**src/design/hcd_pkg.sv**
```systemverilog
// hcd_pkg: shared types and constants of the chunked body decoder
// no dependencies; imported by the decoder top level and its interfaces
`default_nettype none

package hcd_pkg;

	// fixed widths of the configuration registers and beat fields
	localparam int unsigned MAX_CHUNK_W = 26;
	localparam int unsigned MAX_LINE_W  = 8;
	localparam int unsigned CFG_DATA_W  = 26;
	localparam int unsigned CFG_IDX_W   = 1;
	localparam int unsigned BYTE_W      = 8;
	localparam int unsigned STATUS_W    = 2;

	// configuration register indexes
	localparam logic [CFG_IDX_W-1:0] CFG_MAX_CHUNK = 1'd0;
	localparam logic [CFG_IDX_W-1:0] CFG_MAX_LINE  = 1'd1;

	// register reset values
	localparam logic [MAX_CHUNK_W-1:0] MAX_CHUNK_RST = 26'd33554432;
	localparam logic [MAX_LINE_W-1:0]  MAX_LINE_RST  = 8'd128;

	// status codes
	localparam logic [STATUS_W-1:0] ST_OK       = 2'd0;
	localparam logic [STATUS_W-1:0] ST_LINE_LONG = 2'd1;
	localparam logic [STATUS_W-1:0] ST_BAD_SIZE = 2'd2;
	localparam logic [STATUS_W-1:0] ST_NO_TERM  = 2'd3;

	// characters
	localparam logic [BYTE_W-1:0] CH_CR   = 8'd13;
	localparam logic [BYTE_W-1:0] CH_LF   = 8'd10;
	localparam logic [BYTE_W-1:0] CH_SEMI = 8'd59;

	typedef enum logic [2:0] {
		PH_SIZE = 3'd0,
		PH_DATA = 3'd1,
		PH_CR   = 3'd2,
		PH_LF   = 3'd3,
		PH_DONE = 3'd4,
		PH_ERR  = 3'd5
	} phase_t;

	typedef struct packed {
		logic       is_hex;
		logic [3:0] val;
	} hex_digit_t;

	function automatic hex_digit_t hex_decode(input logic [BYTE_W-1:0] c);
		hex_digit_t r;
		r.is_hex = 1'b1;
		r.val    = c[3:0];
		if (c >= 8'd48 && c <= 8'd57) begin
			r.val = c[3:0];
		end else if ((c >= 8'd65 && c <= 8'd70) || (c >= 8'd97 && c <= 8'd102)) begin
			r.val = c[3:0] + 4'd9;
		end else begin
			r.is_hex = 1'b0;
		end
		return r;
	endfunction

endpackage

`default_nettype wire

```
**src/design/hcd_in_if.sv**
```systemverilog
// hcd_in_if: valid/ready channel carrying raw body bytes into the decoder
// depends on hcd_pkg for the byte width
`default_nettype none

interface hcd_in_if
	import hcd_pkg::*;
();
	logic              valid;
	logic              ready;
	logic [BYTE_W-1:0] data_byte;

	modport source (output valid, output data_byte, input ready);
	modport sink (input valid, input data_byte, output ready);
endinterface

`default_nettype wire

```
**src/design/hcd_out_if.sv**
```systemverilog
// hcd_out_if: valid/ready channel carrying one decode result per body byte
// depends on hcd_pkg for field widths
`default_nettype none

interface hcd_out_if
	import hcd_pkg::*;
();
	logic                valid;
	logic                ready;
	logic                payload_valid;
	logic [BYTE_W-1:0]   payload_byte;
	logic [STATUS_W-1:0] status;
	logic                body_complete;

	modport source (output valid, output payload_valid, output payload_byte,
		output status, output body_complete, input ready);
	modport sink (input valid, input payload_valid, input payload_byte,
		input status, input body_complete, output ready);
endinterface

`default_nettype wire

```
**src/design/http_chunked_decoder.sv**
```systemverilog
// http_chunked_decoder: byte-serial decoder for an http/1.1 chunked body
// depends on hcd_pkg, hcd_in_if and hcd_out_if
`default_nettype none

// Takes one body byte per clock unless the output stalls, and gives exactly
// one result beat per byte, in order: payload_valid/payload_byte for chunk
// data, the sticky status and body_complete as they stand after that byte.
// A byte is taken into an input register, then one pass of small logic (hex
// decode, a shift-in of the size digit with a limit compare, a count-down of
// the data bytes) updates the decoder state and loads the result register
// once that register is free; the loop through the phase and size registers
// is what sets the rate of one byte per cycle. The input stays ready while
// the result register is empty or being drained.
// Size lines are hex digits, an optional ';' extension, then CR LF; a line
// longer than max_line_bytes, a bad or too-large size, or a missing CR LF
// after the chunk data stops the decoder with an error code. A zero size
// completes the body and all later bytes are passed over with no payload.
// Configuration: cfg_we with cfg_index 0 writes max_chunk_size, index 1
// writes max_line_bytes; write only while no beat is in flight.
module http_chunked_decoder
	import hcd_pkg::*;
#(
	parameter int unsigned COUNT_BITS = 26
) (
	input  wire                  clk,
	input  wire                  arst_n,
	input  wire                  cfg_we,
	input  wire [CFG_IDX_W-1:0]  cfg_index,
	input  wire [CFG_DATA_W-1:0] cfg_data,
	hcd_in_if.sink               in_ch,
	hcd_out_if.source            out_ch
);

	// accumulator after shifting in one digit, and the compare width
	localparam int unsigned WIDE_W = COUNT_BITS + 4;
	localparam int unsigned CMP_W  = (WIDE_W > MAX_CHUNK_W) ? WIDE_W : MAX_CHUNK_W;

	// configuration registers
	logic [MAX_CHUNK_W-1:0] max_chunk_q;
	logic [MAX_LINE_W-1:0]  max_line_q;

	always_ff @(posedge clk or negedge arst_n) begin
		if (!arst_n) begin
			max_chunk_q <= MAX_CHUNK_RST;
			max_line_q  <= MAX_LINE_RST;
		end else if (cfg_we) begin
			case (cfg_index)
				CFG_MAX_CHUNK: max_chunk_q <= cfg_data[MAX_CHUNK_W-1:0];
				CFG_MAX_LINE:  max_line_q  <= cfg_data[MAX_LINE_W-1:0];
				default: ;
			endcase
		end
	end

	// input register stage
	logic              valid_s1;
	logic [BYTE_W-1:0] byte_s1;
	logic              out_valid_q;
	logic              advance;

	// the byte in stage 1 moves on when the result register is free
	assign advance      = valid_s1 && (!out_valid_q || out_ch.ready);
	assign in_ch.ready  = !valid_s1 || advance;

	always_ff @(posedge clk or negedge arst_n) begin
		if (!arst_n) begin
			valid_s1 <= 1'b0;
		end else if (in_ch.ready) begin
			valid_s1 <= in_ch.valid;
		end
	end

	always_ff @(posedge clk) begin
		if (in_ch.ready && in_ch.valid) begin
			byte_s1 <= in_ch.data_byte;
		end
	end

	// decoder state
	phase_t                phase_q, phase_d;
	logic [COUNT_BITS-1:0] acc_q, acc_d;
	logic [COUNT_BITS-1:0] left_q, left_d;
	logic [MAX_LINE_W-1:0] len_q, len_d;
	logic                  ext_q, ext_d;
	logic                  cr_q, cr_d;
	logic                  digits_q, digits_d;
	logic                  bad_q, bad_d;
	logic [STATUS_W-1:0]   err_q, err_d;
	logic                  pv_d;

	// size digit path
	hex_digit_t            dig;
	logic [WIDE_W-1:0]     acc_wide;
	logic                  acc_over;
	logic                  bad_eff;
	logic [COUNT_BITS-1:0] left_dec;

	assign dig      = hex_decode(byte_s1);
	assign acc_wide = {acc_q, dig.val};
	assign acc_over = (CMP_W'(acc_wide) > CMP_W'(max_chunk_q))
		|| (acc_wide[WIDE_W-1:COUNT_BITS] != 4'd0);
	// a held CR that is not followed by LF is a bad size char outside the extension
	assign bad_eff  = bad_q || (cr_q && !ext_q);
	assign left_dec = left_q - COUNT_BITS'(1);

	always_comb begin
		phase_d  = phase_q;
		acc_d    = acc_q;
		left_d   = left_q;
		len_d    = len_q;
		ext_d    = ext_q;
		cr_d     = cr_q;
		digits_d = digits_q;
		bad_d    = bad_q;
		err_d    = err_q;
		pv_d     = 1'b0;
		case (phase_q)
			PH_SIZE: begin
				if (cr_q && byte_s1 == CH_LF) begin
					// end of size line
					if (!digits_q || bad_q) begin
						phase_d = PH_ERR;
						err_d   = ST_BAD_SIZE;
					end else if (acc_q == '0) begin
						phase_d = PH_DONE;
					end else begin
						left_d  = acc_q;
						phase_d = PH_DATA;
					end
					acc_d    = '0;
					len_d    = '0;
					ext_d    = 1'b0;
					cr_d     = 1'b0;
					digits_d = 1'b0;
					bad_d    = 1'b0;
				end else if (len_q >= max_line_q) begin
					phase_d  = PH_ERR;
					err_d    = ST_LINE_LONG;
					acc_d    = '0;
					len_d    = '0;
					ext_d    = 1'b0;
					cr_d     = 1'b0;
					digits_d = 1'b0;
					bad_d    = 1'b0;
				end else begin
					len_d = len_q + MAX_LINE_W'(1);
					bad_d = bad_eff;
					cr_d  = 1'b0;
					if (byte_s1 == CH_CR) begin
						cr_d = 1'b1;
					end else if (!ext_q) begin
						if (byte_s1 == CH_SEMI) begin
							ext_d = 1'b1;
						end else if (!dig.is_hex) begin
							bad_d = 1'b1;
						end else begin
							digits_d = 1'b1;
							if (!bad_eff) begin
								if (acc_over) begin
									bad_d = 1'b1;
									acc_d = '0;
								end else begin
									acc_d = acc_wide[COUNT_BITS-1:0];
								end
							end
						end
					end
				end
			end
			PH_DATA: begin
				pv_d   = 1'b1;
				left_d = left_dec;
				if (left_dec == '0) begin
					phase_d = PH_CR;
				end
			end
			PH_CR: begin
				if (byte_s1 == CH_CR) begin
					phase_d = PH_LF;
				end else begin
					phase_d = PH_ERR;
					err_d   = ST_NO_TERM;
				end
			end
			PH_LF: begin
				if (byte_s1 == CH_LF) begin
					phase_d  = PH_SIZE;
					acc_d    = '0;
					len_d    = '0;
					ext_d    = 1'b0;
					cr_d     = 1'b0;
					digits_d = 1'b0;
					bad_d    = 1'b0;
				end else begin
					phase_d = PH_ERR;
					err_d   = ST_NO_TERM;
				end
			end
			PH_DONE: ;
			default: begin
				// error phase holds; a stray code ends up as missing terminator
				if (err_q == ST_OK) begin
					err_d = ST_NO_TERM;
				end
				phase_d = PH_ERR;
			end
		endcase
	end

	always_ff @(posedge clk or negedge arst_n) begin
		if (!arst_n) begin
			phase_q  <= PH_SIZE;
			acc_q    <= '0;
			left_q   <= '0;
			len_q    <= '0;
			ext_q    <= 1'b0;
			cr_q     <= 1'b0;
			digits_q <= 1'b0;
			bad_q    <= 1'b0;
			err_q    <= ST_OK;
		end else if (advance) begin
			phase_q  <= phase_d;
			acc_q    <= acc_d;
			left_q   <= left_d;
			len_q    <= len_d;
			ext_q    <= ext_d;
			cr_q     <= cr_d;
			digits_q <= digits_d;
			bad_q    <= bad_d;
			err_q    <= err_d;
		end
	end

	// result register
	logic                payload_valid_q;
	logic [BYTE_W-1:0]   payload_byte_q;
	logic [STATUS_W-1:0] status_q;
	logic                body_complete_q;

	always_ff @(posedge clk or negedge arst_n) begin
		if (!arst_n) begin
			out_valid_q <= 1'b0;
		end else if (advance) begin
			out_valid_q <= 1'b1;
		end else if (out_ch.ready) begin
			out_valid_q <= 1'b0;
		end
	end

	always_ff @(posedge clk) begin
		if (advance) begin
			payload_valid_q <= pv_d;
			payload_byte_q  <= pv_d ? byte_s1 : '0;
			status_q        <= err_d;
			body_complete_q <= (phase_d == PH_DONE);
		end
	end

	assign out_ch.valid         = out_valid_q;
	assign out_ch.payload_valid = payload_valid_q;
	assign out_ch.payload_byte  = payload_byte_q;
	assign out_ch.status        = status_q;
	assign out_ch.body_complete = body_complete_q;

endmodule

`default_nettype wire

```
**src/flat_wrapper.sv**
```systemverilog
// flat-port wrapper written by rule: the top's interface ports become plain ports
module http_chunked_decoder_flat import hcd_pkg::*;
#(
	parameter int unsigned COUNT_BITS = 26
)
  (clk, arst_n, cfg_we, cfg_index, cfg_data, in_ch_valid, in_ch_data_byte, in_ch_ready, out_ch_valid, out_ch_payload_valid, out_ch_payload_byte, out_ch_status, out_ch_body_complete, out_ch_ready);
  hcd_in_if in_ch_i ();
  hcd_out_if out_ch_i ();
  input  wire clk;
  input  wire arst_n;
  input  wire cfg_we;
  input  wire [CFG_IDX_W-1:0] cfg_index;
  input  wire [CFG_DATA_W-1:0] cfg_data;
  input wire logic [$bits(in_ch_i.valid)-1:0] in_ch_valid;
  input wire logic [$bits(in_ch_i.data_byte)-1:0] in_ch_data_byte;
  output wire logic [$bits(in_ch_i.ready)-1:0] in_ch_ready;
  output wire logic [$bits(out_ch_i.valid)-1:0] out_ch_valid;
  output wire logic [$bits(out_ch_i.payload_valid)-1:0] out_ch_payload_valid;
  output wire logic [$bits(out_ch_i.payload_byte)-1:0] out_ch_payload_byte;
  output wire logic [$bits(out_ch_i.status)-1:0] out_ch_status;
  output wire logic [$bits(out_ch_i.body_complete)-1:0] out_ch_body_complete;
  input wire logic [$bits(out_ch_i.ready)-1:0] out_ch_ready;
  assign in_ch_i.valid = in_ch_valid;
  assign in_ch_i.data_byte = in_ch_data_byte;
  assign in_ch_ready = in_ch_i.ready;
  assign out_ch_valid = out_ch_i.valid;
  assign out_ch_payload_valid = out_ch_i.payload_valid;
  assign out_ch_payload_byte = out_ch_i.payload_byte;
  assign out_ch_status = out_ch_i.status;
  assign out_ch_body_complete = out_ch_i.body_complete;
  assign out_ch_i.ready = out_ch_ready;
  http_chunked_decoder #(.COUNT_BITS(COUNT_BITS)) u_core (.clk(clk), .arst_n(arst_n), .cfg_we(cfg_we), .cfg_index(cfg_index), .cfg_data(cfg_data), .in_ch(in_ch_i), .out_ch(out_ch_i));
endmodule
```
**config.mk**
```make
export PLATFORM = sky130hd
export DESIGN_NAME = http_chunked_decoder_flat
export DESIGN_NICKNAME = d
export VERILOG_FILES = /design/src/design/hcd_pkg.sv /design/src/design/hcd_in_if.sv /design/src/design/hcd_out_if.sv /design/src/design/http_chunked_decoder.sv /design/src/flat_wrapper.sv
export SDC_FILE = /design/constraint.sdc
export NUM_CORES = 1
export LEC_CHECK = 0
export BUFFER_PORTS_ARGS = -buffer_cell sky130_fd_sc_hd__buf_2
export CAP_MARGIN = 20
export CORE_UTILIZATION = 25
export DETAILED_ROUTE_END_ITERATION = 7
export GPL_TIMING_DRIVEN = 0
export SLEW_MARGIN = 20
export SYNTH_ARGS = -nofsm -noshare
export SYNTH_HDL_FRONTEND = slang
export SYNTH_SLANG_ARGS = --single-unit
export TNS_END_PERCENT = 1
```
**constraint.sdc**
```tcl
create_clock -name clk -period 7.56 [get_ports clk]
set_clock_uncertainty 0.05 [all_clocks]
set_input_delay 1.512 -clock clk [delete_from_list [all_inputs] [get_ports clk]]
set_output_delay 1.512 -clock clk [all_outputs]
set_load 0.01 [all_outputs]
```
Word-level counts from Yosys, hierarchy flattened --
Index checks and enable logic that the tools add are counted.
Word-level totals: bits in registers 125, output and inout port bits 14
Operators by class: $add $sub $neg 3, order comparisons 8, equal/unequal tests 17, muxes and demuxes 67, bitwise gates (word level) 1, reduce and logical (&&, ||, !) cells 33
Operators by type and width (number):
- 2-to-1 mux 26 bit | 12
- case mux 26 bit (2 select lines) | 2
- zero test 26 bit | 2
- > comparator 30 x 26 -> 1 bit | 1
- 2-to-1 mux 1 bit | 28
- subtractor 26 x 1 -> 26 bit, second input constant | 1
- 2-to-1 mux 8 bit | 3
- 2-to-1 mux 3 bit | 7
- == test 8 x 4 -> 1 bit, second input constant | 2
- >= comparator 8 x 7 -> 1 bit, second input constant | 2
- less-or-equal comparator 8 x 7 -> 1 bit, second input constant | 2
- case mux 8 bit (2 select lines) | 1
- case mux 3 bit (5 select lines) | 1
- 2-to-1 mux 2 bit | 6
- adder 8 x 1 -> 8 bit, second input constant | 1
- == test 8 x 6 -> 1 bit, second input constant | 1
- >= comparator 8 x 6 -> 1 bit, second input constant | 1
- >= comparator 8 bit | 1
- less-or-equal comparator 8 x 6 -> 1 bit, second input constant | 1
- 2-to-1 mux 4 bit | 2
- inequality test 4 x 2 -> 1 bit, second input constant | 2
- inequality test 4 bit, second input constant | 2
- case mux 1 bit (2 select lines) | 4
- case mux 2 bit (4 select lines) | 1
- other kinds (22) | 43

Logic depth before layout (Yosys ltp) --
depth in word-level cells 16, gate-level depth with buffers 16

Least setup slack after synthesis --
No wires, ideal clock.
kind in2out, start point input out_ch_ready, end point output in_ch_ready, arrival 1721 ps, required time 5998 ps, setup slack 4277 ps, stages 1, cells stage by stage nand3b_1
On the way: cells in the longest elaborated chain, start to end 3
Ends and longest elaborated chain:
- start: declaration | RTL line flat_wrapper.sv:22 | input wire logic [$bits(out_ch_i.ready)-1:0] out_ch_ready;
- logical OR 1 bit | RTL line http_chunked_decoder.sv:62 | assign advance = valid_s1 && (!out_valid_q || out_ch.ready);
- logical AND 1 bit | RTL line http_chunked_decoder.sv:62
- logical OR 1 bit | RTL line http_chunked_decoder.sv:63 | assign in_ch.ready = !valid_s1 || advance;
- end: declaration | RTL line flat_wrapper.sv:16 | output wire logic [$bits(in_ch_i.ready)-1:0] in_ch_ready;
No other way between the ends.

Worst setup path in the final report --
start point register u_core.byte_s1[1], end point register u_core.acc_q[8]
On the way: cells in the longest elaborated chain, start to end 16, elaborated cells between the ends (all ways) 37
Ends and longest elaborated chain:
- start: declaration | RTL line http_chunked_decoder.sv:57 | logic [BYTE_W-1:0] byte_s1;
- start signal: assignment | RTL line http_chunked_decoder.sv:75 | byte_s1 <= in_ch.data_byte;
- >= comparator 8 x 7 -> 1 bit or less-or-equal comparator 8 x 7 -> 1 bit (tied branches) | RTL line hcd_pkg.sv:54 | end else if ((c >= 8'd65 && c <= 8'd70) || (c >= 8'd97 && c <= 8'd102)) begin
- logical AND 1 bit | RTL line hcd_pkg.sv:54
- logical OR 1 bit | RTL line hcd_pkg.sv:54
- 2-to-1 mux 4 bit | RTL line hcd_pkg.sv:54
- 2-to-1 mux 4 bit | RTL line hcd_pkg.sv:52 | if (c >= 8'd48 && c <= 8'd57) begin
- > comparator 30 x 26 -> 1 bit | RTL line http_chunked_decoder.sv:100 | assign acc_over = (CMP_W'(acc_wide) > CMP_W'(max_chunk_q))
- logical OR 1 bit | RTL line http_chunked_decoder.sv:101 | || (acc_wide[WIDE_W-1:COUNT_BITS] != 4'd0);
- 2-to-1 mux 26 bit | RTL line http_chunked_decoder.sv:159 | if (acc_over) begin
- 2-to-1 mux 26 bit | RTL line http_chunked_decoder.sv:158 | if (!bad_eff) begin
- 2-to-1 mux 26 bit | RTL line http_chunked_decoder.sv:154 | end else if (!dig.is_hex) begin
- 2-to-1 mux 26 bit | RTL line http_chunked_decoder.sv:152 | if (byte_s1 == CH_SEMI) begin
- 2-to-1 mux 26 bit | RTL line http_chunked_decoder.sv:151 | end else if (!ext_q) begin
- 2-to-1 mux 26 bit | RTL line http_chunked_decoder.sv:149 | if (byte_s1 == CH_CR) begin
- 2-to-1 mux 26 bit | RTL line http_chunked_decoder.sv:136 | end else if (len_q >= max_line_q) begin
- 2-to-1 mux 26 bit | RTL line http_chunked_decoder.sv:119 | if (cr_q && byte_s1 == CH_LF) begin
- case mux 26 bit (2 select lines) | RTL line http_chunked_decoder.sv:117 | case (phase_q)
- end signal: assignment | RTL line http_chunked_decoder.sv:213 | acc_q <= '0;
- end signal: assignment | RTL line http_chunked_decoder.sv:223 | acc_q <= acc_d;
- end: declaration | RTL line http_chunked_decoder.sv:81 | logic [COUNT_BITS-1:0] acc_q, acc_d;
Several ways; a longest one is shown, not always the timed one. The select of a mux whose other input is x is not followed. A chain may end at the register's enable or synchronous reset.

==> results.sh <==
export IMPL_synthCells=736
export IMPL_cts_resized=0
export IMPL_ys_async_sr_fraction=0.840
export IMPL_path_clk_slew_ns=0.06
export IMPL_drtIter0Drc=293
export IMPL_vias=5801
export IMPL_grt_pass1_wl_um=29500
export IMPL_die_w_um=168
export IMPL_layout_drive_gt1_share=0.136
export IMPL_status="finished, final reports clean"
export IMPL_root_buffer="clkbuf_16"
export IMPL_ios=54
export IMPL_crit_top_cell="ha_1"
export IMPL_p_comb_frac=0.192
export IMPL_slew_viol_final=0
export IMPL_vias_per_cell=4.98
export IMPL_p_int_mw=1.52
export IMPL_crit_start="u_core.byte_s1[1]"
export IMPL_r2r_start="u_core.byte_s1[1]"
export IMPL_insertedDiodeCount=0
export IMPL_p_sw_mw=0.662
export IMPL_dr_pass1_iters=5
export IMPL_pwr_share_seq=0.412
export IMPL_cts_hold_buf=0
export IMPL_cap_viol_max_count=0
export IMPL_port_buffers=53
export IMPL_whs_endpoint="u_core.len_q[7]"
export IMPL_first_global_vias=5627
export IMPL_cts_made_buffers=17
export IMPL_cts_tree="yes"
export IMPL_p_leak_nw=3.53
export IMPL_fmax_mhz=241
export IMPL_slowest_stage="edfxtp_1"
export IMPL_die_area_um2=28300
export IMPL_synth_edf_count=20
export IMPL_syn_nets=817
export IMPL_yosys_most_used_dff="dfrtp_1"
export IMPL_p_sw_frac=0.303
export IMPL_wirelength_um=17700
export IMPL_rr_worst_depth=16
export IMPL_max_stage_delay_ns=0.44
export IMPL_synthTopCellsByArea="dfrtp_1 37%, edfxtp_1 8.7%, ha_1 7.4%"
export IMPL_place_congestion=0.852
export IMPL_core_area_um2=27000
export IMPL_h_tree_depth=4
export IMPL_power_density_nw_per_um2=264
export IMPL_end_kind="register"
export IMPL_min_period_over_period=0.549
export IMPL_antenna_left=0
export IMPL_worst_pin_slew_ns=0.705
export IMPL_start_kind="register"
export IMPL_setup_viol=0
export IMPL_die_h_um=168
export IMPL_total_power_mw=2.18
export IMPL_synth_top_area_cell="dfrtp_1"
export IMPL_yosysTopAreaCellShare=0.373
export IMPL_fin_cells=1164
export IMPL_final_cell_mix="103 x dfrtp_1, 76 x o21ai_0, 68 x inv_1, 68 x nand2_1, 53 x buf_2"
export IMPL_crit_chain="inv_1 > ha_1 > nand2b_1 > o21ai_0 > a31oi_1 > nand2_1 > xnor2_1 > ha_1 > nand4_1 > a21oi_1 > a211oi_1 > o31ai_1 > a22oi_1 > nand3_1 > clkbuf_1 > o2bb2ai_1"
export IMPL_path_class="register to register"
export IMPL_min_path_cells=1
export IMPL_clockPowerShare=0.396
export IMPL_mostFrequentLayoutCell="dfrtp_1"
export IMPL_start_util=0.256
export IMPL_crit_required_ns=7.85
export IMPL_wl_per_cell_um=15.2
export IMPL_drc=0
export IMPL_worst_ep_arrival_time_ns=4.44
export IMPL_antenna_found_initial=0
export IMPL_stdcell_area_um2=8280
export IMPL_r2r_setup_slack_ns=3.41
export IMPL_min_from="u_core.len_q[7]"
export IMPL_clk_latency_ns=0.42
export IMPL_synth_seq_area_share=0.467
export IMPL_vdd_drop_max_uv=132
export IMPL_syn_mean_instance_area_um2=9.40
export IMPL_finalHoldViolations=0
export IMPL_synth_cell_type_count=65
export IMPL_slew_headroom=0.523
export IMPL_synthesis_area_um2=6920
export IMPL_tns_ns=0
export IMPL_dp_hpwl_um=13100
export IMPL_cts_setup_buffers=0
export IMPL_reg2reg_to="u_core.acc_q[8]"
export IMPL_hold_class="register to register"
export IMPL_final_nets=891
export IMPL_dpl_cell_area_um2=7650
export IMPL_grt_max_degree=65
export IMPL_dp_cells=1132
export IMPL_rows=60
export IMPL_syn_to_final_growth_pct=19.6
export IMPL_rsz0062_at_grt="false"
export IMPL_grt_usage=0.130
export IMPL_period_needed_ns=4.15
export IMPL_cp_max_fo=10
export IMPL_ys_ff_latch=125
export IMPL_clk_path_buf_depth=2
export IMPL_gr_total_overflow=0
export IMPL_yosys_warnings=0
export IMPL_cts_sinks=125
flip-flops by register name, summed over array words and instances (netlist names), 3 cells and up:
signal                      flops
u_core.left_q                  26
u_core.out_ch.payload_byte      8
u_core.len_q                    8
u_core.max_chunk_q             26
u_core.acc_q                   26
u_core.max_line_q               8
u_core.byte_s1                  8
u_core.phase_q                  3
worst max-delay path by stage:
stage | endpoint | slack, ns | depth (start not counted)
5_1_grt | u_core.acc_q[11] | 2.98 | 16
3_3_place_gp | u_core.acc_q[19] | 3.49 | 16
3_5_place_dp | u_core.acc_q[8] | 3.38 | 16
6_report | u_core.acc_q[8] | 3.41 | 16
4_1_cts | u_core.acc_q[8] | 3.35 | 16
2_1_floorplan | in_ch_ready | 4.28 | 1
cell usage after synthesis (all sizes together) (3+ instances only):
library cell and n:
and4 4, xnor2 3, nor2 51, a31oi 5, or2 5, dfrtp 103
a22oi 6, nand4 12, and3 9, nor2b 4, o21ai 76, ha 41
o41ai 5, a21oi 43, o22a 5, edfxtp 20, or4 8, mux2 10
a211oi 5, nand3 11, mux2i 3, a32oi 3, o31ai 4, or3 8
a221oi 4, nand2b 7, inv 68, xor2 6, o2bb2ai 24, nand2 68
and2 3, nor3 15, clkbuf 29, a21o 9, o21bai 3, or4b 3
o22ai 5, nor4 16
power by group through the flow:
stage | Clock, mW | Combinational [mW] | Sequential, mW
finish | 0.865 | 0.420 | 0.900
global route | 0.907 | 0.484 | 0.915
CTS | 0.881 | 0.422 | 0.897
detailed placement | 0 | 0.419 | 0.907
global placement | 0 | 0.408 | 0.905
floorplan | 0 | 0.309 | 0.877
cell families (layout without fill, tap and decap cells):
group           Yosys count  count (layout)  synth area share
flops                   125             125             0.467
compound gates          219             219             0.205
mux                      13              13            0.0206
xor+xnor                  9               9            0.0114
simple gates            229             229             0.168
buf+inv                 100             187            0.0543
fa+ha+maj                41              41            0.0742
critical path, delay by kind of cell, from the launching register on:
kind                     cells  cell delay (ns)
AND/OR/NAND/NOR              4             0.70
buffers and inverters        2             0.47
flip-flops                   1             0.44
adder cells (fa/ha/maj)      2             0.53
XOR/XNOR                     1             0.34
AO/OA/AOI/OAI                7             1.52
metrics by stage:
step / util / setup slack [ns] / hold WS [ns]
after detailed placement: 0.283 / 3.38 / 0.437
after global placement: 0.282 / 3.49 / 0.415
after floorplan: - / 4.28 / 0.407
final: 0.306 / 3.41 / 0.443
after CTS: 0.306 / 3.35 / 0.449
after global routing: 0.306 / 2.98 / 0.461
cell type report:
cell class,count,area (um^2)
fill,2818,18800
clock buffer,17,425
multi-input combinational,511,3320
clock inverter,15,195
timing repair buffer,55,304
inverter,70,263
sequential,125,3230
tap,341,427
buffer,30,113
layer usage:
metal	up-vias	share of wire	GRT usage
met2	122	0.46	0.209
met1	2813	0.49	0.175
met5	-	0	0
met3	24	0.030	0.0233
li1	2842	-	-
met4	0	0.019	0.0466
No activity file was read; power rests on OpenSTA's default activity.
